## src/rtl/core/pnb_ram.sv

```systemverilog
// Synchronous memory, one write port and two registered read ports.
module pnb_ram #(
   parameter int W     = 32,
   parameter int DEPTH = 64,
   parameter int IW    = 6
) (
   input  logic          clock,
   input  logic          wr_en,
   input  logic [IW-1:0] wr_addr,
   input  logic [W-1:0]  wr_data,
   input  logic [IW-1:0] rd_addr_a,
   input  logic [IW-1:0] rd_addr_b,
   output logic [W-1:0]  rd_data_a,
   output logic [W-1:0]  rd_data_b
);
   logic [W-1:0] mem [DEPTH];

   always_ff @(posedge clock) begin
      if (wr_en) begin
         mem[wr_addr] <= wr_data;
      end
      rd_data_a <= mem[rd_addr_a];
      rd_data_b <= mem[rd_addr_b];
   end
endmodule

```

## config.mk

```make
export PLATFORM = sky130hd
export DESIGN_NAME = pnb_ram
export DESIGN_NICKNAME = d
export VERILOG_FILES = /design/src/rtl/core/pnb_ram.sv
export SDC_FILE = /design/constraint.sdc
export NUM_CORES = 2
export LEC_CHECK = 0
export BUFFER_PORTS_ARGS = -buffer_cell sky130_fd_sc_hd__buf_2
export CAP_MARGIN = 20
export CELL_PAD_IN_SITES_DETAIL_PLACEMENT = 1
export CELL_PAD_IN_SITES_GLOBAL_PLACEMENT = 1
export CORE_MARGIN = 2
export CORE_UTILIZATION = 50
export DETAILED_ROUTE_END_ITERATION = 10
export PLACE_DENSITY_LB_ADDON = 0.1
export SLEW_MARGIN = 20
export SYNTH_ARGS = -nofsm -noshare
export SYNTH_HDL_FRONTEND = slang
export SYNTH_SLANG_ARGS = --single-unit
```

## constraint.sdc

```tcl
create_clock -name clock -period 4.35 [get_ports clock]
set_clock_uncertainty 0.2 [all_clocks]
set_input_delay 0.87 -clock clock [delete_from_list [all_inputs] [get_ports clock]]
set_output_delay 0.87 -clock clock [all_outputs]
set_load 0.05 [all_outputs]
```

==> metrics.md <==
| Metric | Value |
|---|---|
| Outcome | complete, no violations |
| Seq cells post-synth | 2112 |
| Synth Net Count | 4464 |
| Startpoint Class | input pin |
| Synth Flop Type | edfxtp_1 |
| Routed Wire Length | 315000 µm |
| Worst slew margin | 25.7% |
| Hold_buf cts | 0 |
| Fin Setup TNS | 0 ns |
| Post-CTS Setup Bufs | 0 |
| Synthesis-to-layout area growth | 14.5% |
| Final min period | 3.26 ns |
| Area leader, netlist | edfxtp_1 |
| Wire per inst | 42.2 µm |
| Max Fanout on Critical Path | 35 |
| CP arrival | 3.76 ns |
| DRT iter0 DRCs | 7233 |
| Overflow after GRT | 0 |
| Final core occ | 57.6% |
| Ys Warns | 0 |
| Ys async rst share | 0% |
| Clk sinks | 2112 |
| PD cells | 423 mW/mm² |
| Data required time of the worst path | 4.85 ns |
| Worst-Skew Late Latency | 0.89 ns |
| Layout Cells excl Fill | 7464 |
| Worst Max-Slew Pin Slew | 1.11 ns |
| Unique cell type count in the Yosys netlist | 38 |
| Antenna Nets Post-Route | 0 |
| Worst R2R Start | mem[59][12] |
| Final Setup Violations | 0 |
| Register area share after synthesis | 65.6% |
| Worst hold margin | 0.332 ns |
| Clk root buf | clkbuf_16 |
| R2R Path End | rd_data_b[12] |
| Post-layout worst setup margin | 1.09 ns |
| Placed instance area | 0.102 mm² |
| Final Max Tran Viols | 0 |
| Final Hold Fails | 0 |
| IO Pins | 116 |
| RSZ-0062 raised after global routing | false |
| CTS tree | yes |
| Die Wd | 441 µm |
| CTS Buffer Depth | 3 |
| Setup slack on the worst flop-to-flop path | 1.69 ns |
| Placed Cells | 7041 |
| Initial antenna violation count | 24 |
| Synth top area share | 64.3% |
| Die Ht | 441 µm |
| Via count of the first global-routing pass | 54.8k |
| Worst r2r path cells | 4 |
| TritonCTS Buffers | 218 |
| Number of flops mapped to enable cells by yosys | 2048 |
| RD Place Congestion | 0.839 |
| Critical path class | input pin to register |
| Clock-pin slew on the worst setup and hold paths | 0.06 ns |
| Synth Instances | 4412 |
| Power consumption | 46.3 mW |
| Row count | 160 |
| Nets | 4802 |
| Min-Delay Path Class | input pin to register |
| H-tree depth | 4 |
| Starting Density | 50.3% |
| Max-cap check violation count | 0 |
| Maximum number of pins on one net before global-route repair | 78 |
| IO buf count | 115 |
| Fraction of layout cells with a size suffix above 1 | 41.1% |
| Period utilisation layout | 75.0% |
| Fmax | 306 MHz |
| Via count | 53.3k |
| Peak supply drop | 0.475 mV |
| GR Util All Layers | 32.8% |
| Mapped cell area | 0.0957 mm² |
| CORE AREA | 0.190 mm² |
| Crit. End Element | register |
| Vias/cell | 7.14 |
| Post_cts resized | 0 |
| Synth Area per Inst | 21.7 µm² |
| First-pass GRT wire length | 439000 µm |
| Final Instance Area | 0.110 mm² |
| DP HPWL | 187000 µm |
| LEAKAGE | 34.8 nW |
| DRC Markers | 0 |
| First drt pass iteration count | 6 |
| Die area | 0.195 mm² |
| Main area contributors after synthesis | edfxtp_1 64%, mux4_2 26%, mux2i_1 2.1% |
| Crit path capture | rd_data_b[12] |
| Pre-CTS setup slack | 0.174 ns |
| Crit. Startpoint | rd_addr_b[0] |
## cells by family (layout without fill, tap and decap cells)
group	count (synthesis)	in the layout	synth area share, %
buffers and inverters	348	879	1.83
and+or+nand+nor	248	248	1.13
other	0	10	0
muxes	1364	1364	29.0
AOI/OAI and AO/OA	340	340	2.39
DFF	2112	2112	65.6
## routing by layer
layer / global-route usage (%) / share of wire (%) / vias up
met1: 46.7 / 38 / 29300
met5: 0 / 0.026 / -
met3: 7.38 / 11 / 535
met4: 11.6 / 3.7 / 12
met2: 50.6 / 47 / 3209
li1: - / - / 20200
## flip-flops by register name, indices dropped and copies added (netlist names)
register,count
mem,2048
rd_data_a,32
rd_data_b,32
## synthesized netlist by cell type, drive strengths merged (2+ instances only)
library cell	number
a211oi	15
a22oi	85
nand4	2
o211ai	27
o22ai	56
o21ai	49
edfxtp	2048
nand3b	6
a32oi	9
or3b	2
dfxtp	64
o221ai	16
or3	2
nand3	9
a21oi	58
a221oi	13
nor2b	19
nand2	93
nor3	3
nor2	94
o32a	9
nand2b	8
mux4	1124
buf	212
mux2i	204
clkbuf	135
mux2	36
and2	6
or2	3
## where the power goes
part / switching [mW] / internal (mW)
Sequential: 0.139 / 22.5
Combinational: 2.53 / 1.63
Clock: 8.01 / 11.5
## layout by cell type (no fill, tap or decap), drive strengths merged, types with 31 or more instances in the layout
| master | n |
|---|---|
| buf | 465 |
| clkbuf | 275 |
| a21oi | 58 |
| mux2 | 36 |
| o21ai | 49 |
| clkinv | 96 |
| dfxtp | 64 |
| nor2 | 94 |
| mux4 | 1124 |
| nand2 | 93 |
| edfxtp | 2048 |
| o22ai | 56 |
| mux2i | 204 |
| a22oi | 85 |
| bufinv | 31 |
## layout make-up
type                            count  area (µm²)
Timing Repair Buffer              465        4500
Fill cell                       15800       80600
Sequential cell                  2112       62800
Tap cell                         2511        3140
Inverter                            1        3.75
Antenna cell                       10        25.0
Multi-Input combinational cell   1952       31700
Clock buffer                      275        5960
Clock inverter                    138        1480
## how the worst min path moves through the flow
stage	start	endpoint	cells past startpoint
3_3_place_gp	mem[38][11]	rd_data_a[11]	4
5_1_grt	wr_data[16]	mem[18][16]	1
4_1_cts	rd_addr_b[4]	rd_data_b[18]	4
6_report	wr_data[30]	mem[53][30]	1
3_5_place_dp	mem[36][11]	rd_data_a[11]	4
2_1_floorplan	mem[36][0]	rd_data_a[0]	4
## critical path, stage by stage
cell,delay [ns]
buf_8,0.31
buf_12,0.24
buf_12,0.30
mux4_2,0.56
mux4_2,0.53
o22ai_1,0.61
a21oi_1,0.25
Note: power is estimated with default switching activity, not from simulation.
