<file path="src/rtl/core/pnb_pkg.sv">
// Shared constants for the polygon normals and bounding box block.
package pnb_pkg;
   localparam int MAX_VERTICES_DEF = 64;
   localparam int COORD_BITS_DEF   = 16;
   localparam int Q_BITS           = 16;
   localparam int IDX_BITS         = 6;
   localparam int NSUM_BITS        = 17;
   localparam int DIV_STEPS        = 31;
   localparam int ROOT_STEPS       = 16;
   localparam int ROOT_W           = 32;
   localparam logic [ROOT_W-1:0] ROOT_TOP = 32'h4000_0000;
endpackage

</file>
<file path="src/rtl/core/pnb_norm.sv">
// Vector normalizer: restoring divide then integer square root, per component.
module pnb_norm import pnb_pkg::*; #(
   parameter int AW = 17
) (
   input  logic                     clock,
   input  logic                     reset,
   input  logic                     start,
   input  logic signed [AW-1:0]     a_in,
   input  logic signed [AW-1:0]     b_in,
   output logic                     done,
   output logic signed [Q_BITS-1:0] nx,
   output logic signed [Q_BITS-1:0] ny
);
   localparam int SQW = 2*AW + 1;
   localparam int RW  = SQW + 1;
   localparam logic [2:0] U_IDLE = 3'd0;
   localparam logic [2:0] U_SQ   = 3'd1;
   localparam logic [2:0] U_SUM  = 3'd2;
   localparam logic [2:0] U_DIV  = 3'd3;
   localparam logic [2:0] U_ROOT = 3'd4;

   logic [2:0]              state_ff, state_in;
   logic [AW-1:0]           ua_ff, ua_in, ub_ff, ub_in;
   logic                    a_neg_ff, a_neg_in, b_neg_ff, b_neg_in;
   logic [2*AW-1:0]         ua2_ff, ua2_in, ub2_ff, ub2_in;
   logic [SQW-1:0]          sq_ff, sq_in;
   logic [RW-1:0]           rem_ff, rem_in;
   logic [DIV_STEPS-1:0]    quo_ff, quo_in;
   logic [ROOT_W-1:0]       rad_ff, rad_in, root_ff, root_in, bit_ff, bit_in;
   logic [4:0]              cnt_ff, cnt_in;
   logic                    phase_ff, phase_in;
   logic                    done_ff, done_in;
   logic signed [Q_BITS-1:0] nx_ff, nx_in, ny_ff, ny_in;

   logic                    ge;
   logic [RW-1:0]           diff;
   logic [ROOT_W-1:0]       trial;
   logic [ROOT_W-1:0]       root_rnd;
   logic [Q_BITS-1:0]       mag;
   logic signed [Q_BITS-1:0] part;

   always_comb begin
      state_in = state_ff;
      ua_in    = ua_ff;
      ub_in    = ub_ff;
      a_neg_in = a_neg_ff;
      b_neg_in = b_neg_ff;
      ua2_in   = ua2_ff;
      ub2_in   = ub2_ff;
      sq_in    = sq_ff;
      rem_in   = rem_ff;
      quo_in   = quo_ff;
      rad_in   = rad_ff;
      root_in  = root_ff;
      bit_in   = bit_ff;
      cnt_in   = cnt_ff;
      phase_in = phase_ff;
      done_in  = 1'b0;
      nx_in    = nx_ff;
      ny_in    = ny_ff;

      ge       = (rem_ff >= RW'(sq_ff));
      diff     = ge ? (rem_ff - RW'(sq_ff)) : rem_ff;
      trial    = root_ff + bit_ff;
      root_rnd = '0;
      mag      = '0;
      part     = '0;

      case (state_ff)
         U_IDLE: begin
            if (start) begin
               a_neg_in = a_in[AW-1];
               b_neg_in = b_in[AW-1];
               ua_in    = a_in[AW-1] ? AW'(-a_in) : AW'(a_in);
               ub_in    = b_in[AW-1] ? AW'(-b_in) : AW'(b_in);
               state_in = U_SQ;
            end
         end
         U_SQ: begin
            ua2_in   = ua_ff * ua_ff;
            ub2_in   = ub_ff * ub_ff;
            state_in = U_SUM;
         end
         U_SUM: begin
            sq_in = SQW'(ua2_ff) + SQW'(ub2_ff);
            if (ua_ff == '0 && ub_ff == '0) begin
               nx_in    = '0;
               ny_in    = '0;
               done_in  = 1'b1;
               state_in = U_IDLE;
            end else begin
               rem_in   = RW'(ua2_ff);
               quo_in   = '0;
               cnt_in   = '0;
               phase_in = 1'b0;
               state_in = U_DIV;
            end
         end
         U_DIV: begin
            // one quotient bit of num * 2^30 / sq per cycle
            rem_in = {diff[RW-2:0], 1'b0};
            quo_in = {quo_ff[DIV_STEPS-2:0], ge};
            cnt_in = cnt_ff + 5'd1;
            if (cnt_ff == 5'(DIV_STEPS-1)) begin
               rad_in   = ROOT_W'(quo_in);
               root_in  = '0;
               bit_in   = ROOT_TOP;
               cnt_in   = '0;
               state_in = U_ROOT;
            end
         end
         U_ROOT: begin
            if (rad_ff >= trial) begin
               rad_in  = rad_ff - trial;
               root_in = (root_ff >> 1) + bit_ff;
            end else begin
               root_in = root_ff >> 1;
            end
            bit_in = bit_ff >> 2;
            cnt_in = cnt_ff + 5'd1;
            if (cnt_ff == 5'(ROOT_STEPS-1)) begin
               // largest m with (2m-1) <= root
               root_rnd = (root_in + 1'b1) >> 1;
               mag      = root_rnd[Q_BITS-1:0];
               part     = (phase_ff ? b_neg_ff : a_neg_ff) ? -$signed(mag) : $signed(mag);
               if (!phase_ff) begin
                  nx_in    = part;
                  rem_in   = RW'(ub2_ff);
                  quo_in   = '0;
                  cnt_in   = '0;
                  phase_in = 1'b1;
                  state_in = U_DIV;
               end else begin
                  ny_in    = part;
                  done_in  = 1'b1;
                  state_in = U_IDLE;
               end
            end
         end
         default: begin
            state_in = U_IDLE;
         end
      endcase
   end

   always_ff @(posedge clock) begin
      if (reset) begin
         state_ff <= U_IDLE;
         done_ff  <= 1'b0;
      end else begin
         state_ff <= state_in;
         done_ff  <= done_in;
      end
      ua_ff    <= ua_in;
      ub_ff    <= ub_in;
      a_neg_ff <= a_neg_in;
      b_neg_ff <= b_neg_in;
      ua2_ff   <= ua2_in;
      ub2_ff   <= ub2_in;
      sq_ff    <= sq_in;
      rem_ff   <= rem_in;
      quo_ff   <= quo_in;
      rad_ff   <= rad_in;
      root_ff  <= root_in;
      bit_ff   <= bit_in;
      cnt_ff   <= cnt_in;
      phase_ff <= phase_in;
      nx_ff    <= nx_in;
      ny_ff    <= ny_in;
   end

   assign done = done_ff;
   assign nx   = nx_ff;
   assign ny   = ny_ff;
endmodule

</file>
<file path="config.mk">
export PLATFORM = sky130hd
export DESIGN_NAME = pnb_norm
export DESIGN_NICKNAME = d
export VERILOG_FILES = /design/src/rtl/core/pnb_pkg.sv /design/src/rtl/core/pnb_norm.sv
export SDC_FILE = /design/constraint.sdc
export NUM_CORES = 2
export LEC_CHECK = 0
export BUFFER_PORTS_ARGS = -buffer_cell sky130_fd_sc_hd__buf_2
export CORE_UTILIZATION = 55
export CTS_BUF_LIST = sky130_fd_sc_hd__clkbuf_16
export CTS_CLUSTER_DIAMETER = 40
export DETAILED_ROUTE_END_ITERATION = 8
export GPL_TIMING_DRIVEN = 0
export HOLD_SLACK_MARGIN = 0.02
export PLACE_DENSITY_LB_ADDON = 0.2
export SKIP_CTS_REPAIR_TIMING = 1
export SLEW_MARGIN = 20
export SYNTH_ARGS = -nofsm -noshare
export SYNTH_HDL_FRONTEND = slang
export SYNTH_SLANG_ARGS = --single-unit
</file>
<file path="constraint.sdc">
create_clock -name clock -period 21 [get_ports clock]
set_input_delay 1.05 -clock clock [delete_from_list [all_inputs] [get_ports clock]]
set_output_delay 1.05 -clock clock [all_outputs]
set_load 0.01 [all_outputs]
</file>
==> results.cfg <==
[critical_path]
cp_max_fo = 10
max_stage_delay_ns = 0.54
arrival_ns = 9.80
critPathLaunchType = register
cp-end-kind = register
r2r-start = root_ff[2]
required_ns = 21.36
reg2reg_to = nx[13]
crit_start = root_ff[2]
reg2reg_slack_ns = 11.55
timing.critical_path.mode_cell = a31oi_1
setup.worst_path.class = register to register
slowest_stage = or4_1
ff2ff_path_depth = 34
endpoint = nx[13]

[clock_tree]
cts.path.max_buffers = 3
htreeDepth = 2
cts_made_buffers = 55
insertion_delay_ns = 0.63
cts-root-buf = clkbuf_16
cts_tree = done
cts.reportedPaths.clkPinSlew_ns = 0.06
cts_sinks = 325

[sta]
relSlewSlack_pct = 32.8
clock.fmax_ghz = 0.106
final_hold_viol_count = 0
tightest_slew_ns = 0.997
finalSetupTns_ns = 0
rsz0062_at_grt = false
finalCritPeriodShare_pct = 45.0
slew_viol_final = 0
fin_skew_ns = 0.0371
period_needed_ns = 9.45
setup_viol = 0

[routing]
first_pass_iters = 5
drcViolationCount = 0
via_per_inst = 5.50
wl_per_cell_um = 17.7
drt-total-wl_um = 83100
vias = 25700
drt_iter0_drc = 1567
postRouteAntennaNets = 0

[yosys]
ys_ff_latch = 325
synth.cell_area_um2 = 36000
yosysTopAreaCell = edfxtp_1
ys_warn_count = 0
ys_seq_area_share_pct = 27.0
synth_top_cell_area_share_pct = 26.8
avgSynthCellArea_um2 = 9.87
async_flop_share_pct = 0
synth_area_leaders = edfxtp_1 27%, fa_1 21%, ha_1 12%
synth_commonest_cells = 597 x inv_1, 386 x fa_1, 359 x ha_1, 321 x edfxtp_1, 314 x nand2_1
synth_ff_type = edfxtp_1
synth-edff-count = 321
synth_most_common_cell = inv_1
synthCells = 3647
syn_nets = 4429
yosysUniqueCellTypes = 90

[placement]
numPlacedInstances = 4581
io_buffers = 69
gp_congestion = 0.882
dpl.hpwl_um = 66500

[global_routing]
grt_max_degree = 60
grt.total_usage_pct = 25.6
overflow = 0
antenna_found_initial = 0
grt_pass1_wl_um = 136000
grt_pass1_vias = 26400

[run_status]
status = complete, no violations

[cells_and_area]
layout-drive-gt1-share_pct = 6.27
nets = 4565
n_antenna_cell = 0
area_growth_pct = 9.83
final_util_pct = 61.2
final_cells = 4681

[floorplanning]
ios = 70
die_h_um = 258
die_w_um = 258
rows = 93
start_util_pct = 55.8
dieArea_um2 = 66500
fp.coreArea_um2 = 64600

[hold_path]
hold_path_class = register to register
hp-start = ub_ff[0]
hold_depth = 0

[run]
cap_violations = 0
## placed cells by master (no fill, tap or decap), types with 35 or more instances in the layout
| master | netlist | final |
|---|---|---|
| xnor2_1 | 168 | 168 |
| fa_1 | 386 | 386 |
| edfxtp_1 | 321 | 321 |
| buf_2 | 4 | 73 |
| a22oi_1 | 35 | 35 |
| nor2_1 | 193 | 192 |
| mux2i_1 | 35 | 35 |
| nor3_1 | 45 | 45 |
| inv_1 | 597 | 601 |
| nand3_1 | 37 | 37 |
| clkbuf_16 | 0 | 55 |
| a31oi_1 | 40 | 40 |
| a21o_1 | 54 | 54 |
| xor2_1 | 85 | 85 |
| o21ai_0 | 155 | 154 |
| and2_1 | 165 | 165 |
| nand2_1 | 314 | 313 |
| ha_1 | 359 | 359 |
| clkbuf_1 | 94 | 94 |
| a21oi_1 | 135 | 134 |
## flip-flops by register name, summed over array words and instances, names as in the netlist
register / cells
bit_ff: 16
rem_ff: 36
state_ff: 3
done: 1
a_neg_ff: 1
rad_ff: 32
ub_ff: 17
ua2_ff: 33
ny: 16
b_neg_ff: 1
sq_ff: 35
root_ff: 32
phase_ff: 1
quo_ff: 30
ua_ff: 17
cnt_ff: 5
nx: 16
ub2_ff: 33
## final cells by class
class,instances,area (um2)
clock inverters,45,508
repair buffers,79,541
flip-flops and latches,325,9720
inverters,598,2250
clock buffers,55,1380
plain buffers,102,397
well taps,855,1070
fillers,5498,25000
multi-input cells,2622,23700
## stage by stage
step / setup WS, ns / hold WS [ns] / instance area [um2]
after global placement: 8.06 / 0.440 / 37400
after detailed placement: 11.65 / 0.444 / 37700
after floorplan: 13.09 / 0.424 / 36000
final: 11.55 / 0.473 / 39500
after global routing: 10.68 / 0.478 / 39500
after CTS: 11.59 / 0.467 / 39500
## routing by layer
layer  share of wire [%]  global-route usage (%)  vias to the layer above
li1                    -                       -                    12500
met1                  44                    33.8                    12600
met2                  49                    45.1                      497
met3                 4.2                    2.51                      116
met4                 2.5                    6.87                        0
met5                   0                       0                        -
## cells by family after synthesis
| logic type | count (synthesis) | share of synthesized area [%] |
|---|---|---|
| AOI/OAI and AO/OA | 620 | 11.3 |
| xor gates and xnor gates | 253 | 6.15 |
| adders and majority gates | 745 | 33.9 |
| buffers and inverters | 700 | 7.34 |
| DFF | 325 | 27.0 |
| muxes | 44 | 1.25 |
| and+or+nand+nor | 960 | 13.1 |
## critical path: cells and delay by family (launching register included)
kind                       cells  cell delay (ns)
buffers and inverters          2             0.70
and+or+nand+nor               12             2.85
xor gates and xnor gates       1             0.14
AOI/OAI and AO/OA             15             3.59
adders and majority gates      3             1.01
DFF                            1             0.47
muxes                          1             0.41
## worst min-delay path by stage
| stage | slack (ns) | end |
|---|---|---|
| 2_1_floorplan | 0.42 | ua2_ff[0] |
| 3_3_place_gp | 0.44 | ub2_ff[0] |
| 3_5_place_dp | 0.44 | ub2_ff[0] |
| 4_1_cts | 0.47 | ub2_ff[0] |
| 5_1_grt | 0.48 | ub2_ff[0] |
| 6_report | 0.47 | ub2_ff[0] |
Power is not shown: default switching activity piles up to over one toggle a cycle in this logic, so the estimate is an artifact.
